[src/rtl/dbc_pkg.sv]
// Shared types and constants of the DMA buffer cache.
// Used by dbc_cell, dbc_qmem and dma_buffer_cache_ttl; depends on nothing.
package dbc_pkg;

  localparam int ENTRIES     = 64;
  localparam int IDX_W       = $clog2(ENTRIES);
  localparam int QUEUE_DEPTH = 256;
  localparam int QP_W        = $clog2(QUEUE_DEPTH);
  localparam int CNT_W       = 7;
  localparam int LIFE_W      = 6;

  localparam logic [LIFE_W-1:0] LIFE_LONG  = 6'd32;
  localparam logic [LIFE_W-1:0] LIFE_SHORT = 6'd2;
  localparam logic [LIFE_W-1:0] LIFE_FETCH = 6'd3;
  localparam logic [31:0]       ALIGN_MASK = 32'hFFFF_FFF0;

  localparam logic [2:0] REG_SHORT_COUNT = 3'd0;
  localparam logic [2:0] REG_TOTAL_COUNT = 3'd1;
  localparam logic [2:0] REG_SHORT_BUF   = 3'd2;
  localparam logic [2:0] REG_LONG_BUF    = 3'd3;

  typedef enum logic [1:0] {
    ST_HIT  = 2'd0,
    ST_MISS = 2'd1,
    ST_FULL = 2'd2,
    ST_TICK = 2'd3
  } status_e;

  typedef enum logic [2:0] {
    S_INIT, S_IDLE, S_TICK, S_SCAN, S_DECIDE, S_MEM, S_UPDATE, S_DONE
  } state_e;

  typedef struct packed {
    logic [31:0]       tag;
    logic [LIFE_W-1:0] life;
    logic [QP_W-1:0]   qpos;
  } entry_t;

  typedef struct packed {
    logic             shift;
    logic             init;
    logic [CNT_W-1:0] s_eff;
    logic [CNT_W-1:0] t_eff;
  } cell_ctl_t;

endpackage

[src/rtl/dbc_cell.sv]
// One entry cell of the rotating entry ring.
// Depends on dbc_pkg.
module dbc_cell (
  input  logic                     clk_i,
  input  dbc_pkg::cell_ctl_t       ctl_i,
  input  logic [dbc_pkg::IDX_W-1:0] idx_i,
  input  dbc_pkg::entry_t          next_i,
  output dbc_pkg::entry_t          ent_o
);
  import dbc_pkg::*;

  entry_t           ent_q;
  logic [CNT_W-1:0] idx_ext;
  entry_t           init_val;

  assign idx_ext = CNT_W'(idx_i);

  // Reset image of the entry with this index for the current pool counts.
  always_comb begin
    init_val.tag  = '0;
    init_val.life = '0;
    if (idx_ext < ctl_i.s_eff) begin
      init_val.qpos = QP_W'(idx_ext);
    end else if (idx_ext < ctl_i.t_eff) begin
      init_val.qpos = QP_W'(idx_ext - ctl_i.s_eff);
    end else begin
      init_val.qpos = '0;
    end
  end

  always_ff @(posedge clk_i) begin
    if (ctl_i.init) begin
      ent_q <= init_val;
    end else if (ctl_i.shift) begin
      ent_q <= next_i;
    end
  end

  assign ent_o = ent_q;

endmodule

[config.mk]
export PLATFORM = sky130hd
export DESIGN_NAME = dbc_cell
export DESIGN_NICKNAME = d
export VERILOG_FILES = /design/src/rtl/dbc_pkg.sv /design/src/rtl/dbc_cell.sv
export SDC_FILE = /design/constraint.sdc
export NUM_CORES = 1
export LEC_CHECK = 0
export BUFFER_PORTS_ARGS = -buffer_cell sky130_fd_sc_hd__buf_4
export CAP_MARGIN = 0
export CORE_UTILIZATION = 45
export DETAILED_ROUTE_END_ITERATION = 7
export PLACE_DENSITY_LB_ADDON = 0.2
export SYNTH_ARGS = -nofsm -noshare
export SYNTH_HDL_FRONTEND = slang
export SYNTH_SLANG_ARGS = --single-unit
[constraint.sdc]
create_clock -name clk_i -period 2.7 [get_ports clk_i]
set_input_delay 0.27 -clock clk_i [delete_from_list [all_inputs] [get_ports clk_i]]
set_output_delay 0.27 -clock clk_i [all_outputs]
set_load 0.01 [all_outputs]
==> qor.csv <==
metric,value,unit
status,finished clean,
synthTopCellsByArea,"dfxtp_1 35%, mux2i_1 18%, edfxtp_1 11%",
mostFrequentLayoutCells,"114 x buf_4, 47 x nor2_1, 39 x mux2i_1",
drc,0,
p_total,1.633,mW
num-nets-final,414,
num_io_pins,115,
grt_pass1_vias,1848,
fin_setup_tns,0,ns
multi_input_area,1077,µm²
p_int,1.223,mW
hold_violations,0,
worst_pin_slew,0.6314,ns
fp-row-count,24,
p_comb_share,22.3,%
firstDrtPassIters,6,
synth-main-ff-cell,dfxtp_1,
antenna_found_initial,0,
grt_pass1_wl,8.045,mm
p_leak,1.605,nW
irDropWorstVdd,0.0002619,V
max_stage_delay,0.42,ns
die_x,71.66,µm
via_per_inst,4.951,
drtAntennaViolNets,0,
grt_max_degree,55,
yosysTopAreaCell,dfxtp_1,
avgSynthCellArea,9.791,µm²
slew_headroom,57.91,%
synth_area,2183,µm²
antennaDiodeCount,0,
grt_overflow,0,
die-area,5134,µm²
syn_to_final_growth,44.93,%
startpoint_type,input pin,
critical_path.top_delay_family,compound AO/OA/AOI/OAI gates,
async_flop_share,0,%
yosysTopAreaCellShare,34.84,%
clkPwrFrac,30.6,%
wl_per_cell,13.08,µm
path_cells,"buf_4, inv_1, ha_1, inv_1, fa_1, a211oi_2, nor2_2, o31a_4, o211ai_1, a31oi_1",
synth.ff_latch_count,46,
postCtsHoldBufs,0,
post-dp-hpwl,3.880,mm
vias,1911,
io_buffers,114,
clk_pin_slew_worst_paths,0.09,ns
hold_path.class,input pin to register,
ys_seq_area_share,45.85,%
ys_types,34,
layout_commonest_cell,buf_4,
coreArea,4504,µm²
die_h,71.66,µm
numCtsBuffers,5,
clock.fmax,529.8,MHz
clock_latency,0.29,ns
synth_edf_count,8,
dp.cells,378,
clock-root-buffer,clkbuf_8,
slowest_stage,fa_1,
fill_cells,370,
critPathBufInv,3,
synth_fp_nets,304,
instances_no_fill,386,
switching_share,25.13,%
cts_tree,built,
fin_hold_ws,0.2041,ns
cts_resized,0,
post_cts_buffers,0,
drive_gt1_share,38.62,%
crit_type,input pin to register,
initial_utilization,48.47,%
drt_iter0_markers,53,
ys_warn_count,0,
powerDensity,516.1,nW/µm²
fin_crit_sh,69.90,%
crit_path_max_fanout,6,
gr-usage-all-layers,20.19,%
largest_reg_flops,46,
syn_inst,223,
wl,5.047,mm
place.gp.congestion,0.8646,
arrival,1.91,ns
seqCellArea,1001,µm²
share_seq_of_total_power,47.0,%
cap_violations,0,
cpMostUsedCell,inv_1,
p_switching,0.4104,mW
slew_viol_final,0,
crit_required,2.73,ns
rsz0062_at_grt,false,
cts-htree-levels,2,
period_minus_slack,1.887,ns
cp-end-kind,register,
cts_max_path_buffers,2,
skew,0,ns
clkSinkCount,46,
finalSetupViolCount,0,
==> logic make-up after synthesis <==
| logic type | synth area share (%) |
|---|---|
| xor gates and xnor gates | 0.4012 |
| muxes | 17.88 |
| and+or+nand+nor | 14.61 |
| AOI/OAI and AO/OA | 9.227 |
| DFF | 45.85 |
| buffers and inverters | 4.814 |
| adders and majority gates | 7.221 |
==> Yosys cell counts, drive strengths merged (2+ instances only) <==
cell,n
a211oi,2
a21oi,5
a31oi,7
buf,4
clkbuf,7
dfxtp,38
edfxtp,8
ha,11
inv,15
mux2i,39
nand2,8
nand3,5
nand3b,2
nor2,49
nor2b,3
o21ai,6
o31a,2
==> final timing paths <==
| kind | cells after the start | end | slack, ns | from |
|---|---|---|---|---|
| worst min register to register | 2 | ent_o[38] | 0.50 | ent_o[38] |
| worst max-delay path | 10 | ent_o[5] | 0.81 | idx_i[0] |
| worst max register to register | 2 | ent_o[9] | 2.05 | ent_o[9] |
| worst min-delay path | 3 | ent_o[20] | 0.20 | next_i[20] |
==> worst register-to-register path, stage by stage (launching register included) <==
cell	delay [ns]
dfxtp_1	0.34
mux2i_1	0.13
nor2_1	0.05
==> layout make-up <==
cell class | count | share of cell area (%)
flip-flops and latches | 46 | 31.63
well taps | 52 | 2.056
repair buffers | 114 | 27.05
clock inverters | 2 | 1.147
clock buffers | 6 | 2.293
inverters | 15 | 1.779
multi-input cells | 151 | 34.05
==> through the flow <==
| step | util, % | setup slack, ns | cell area (µm²) |
|---|---|---|---|
| floorplan | - | 0.7476 | 2183 |
| global placement | 67.83 | 0.5335 | 3055 |
| detailed placement | 67.83 | 0.4928 | 3055 |
| CTS | 70.25 | 0.8188 | 3164 |
| global route | 70.25 | 0.7354 | 3164 |
| finish | 70.25 | 0.8126 | 3164 |
==> power groups by stage <==
stage          Sequential, mW  Clock [mW]  Combinational (mW)
3_5_place_dp            0.784           0               0.368
2_1_floorplan           0.807           0               0.164
3_3_place_gp            0.782           0               0.361
4_1_cts                 0.769       0.513               0.368
6_report                0.768       0.500               0.365
5_1_grt                 0.774       0.537               0.402
==> metal layers <==
layer | vias up | track usage, % | wire, µm
li1 | 983 | - | -
met4 | 0 | 10.24 | 131
met3 | 11 | 4.782 | 361
met1 | 839 | 22.11 | 2043
met5 | - | 0 | 0
met2 | 78 | 36.27 | 2510
No activity file was read; power rests on OpenSTA's default activity.
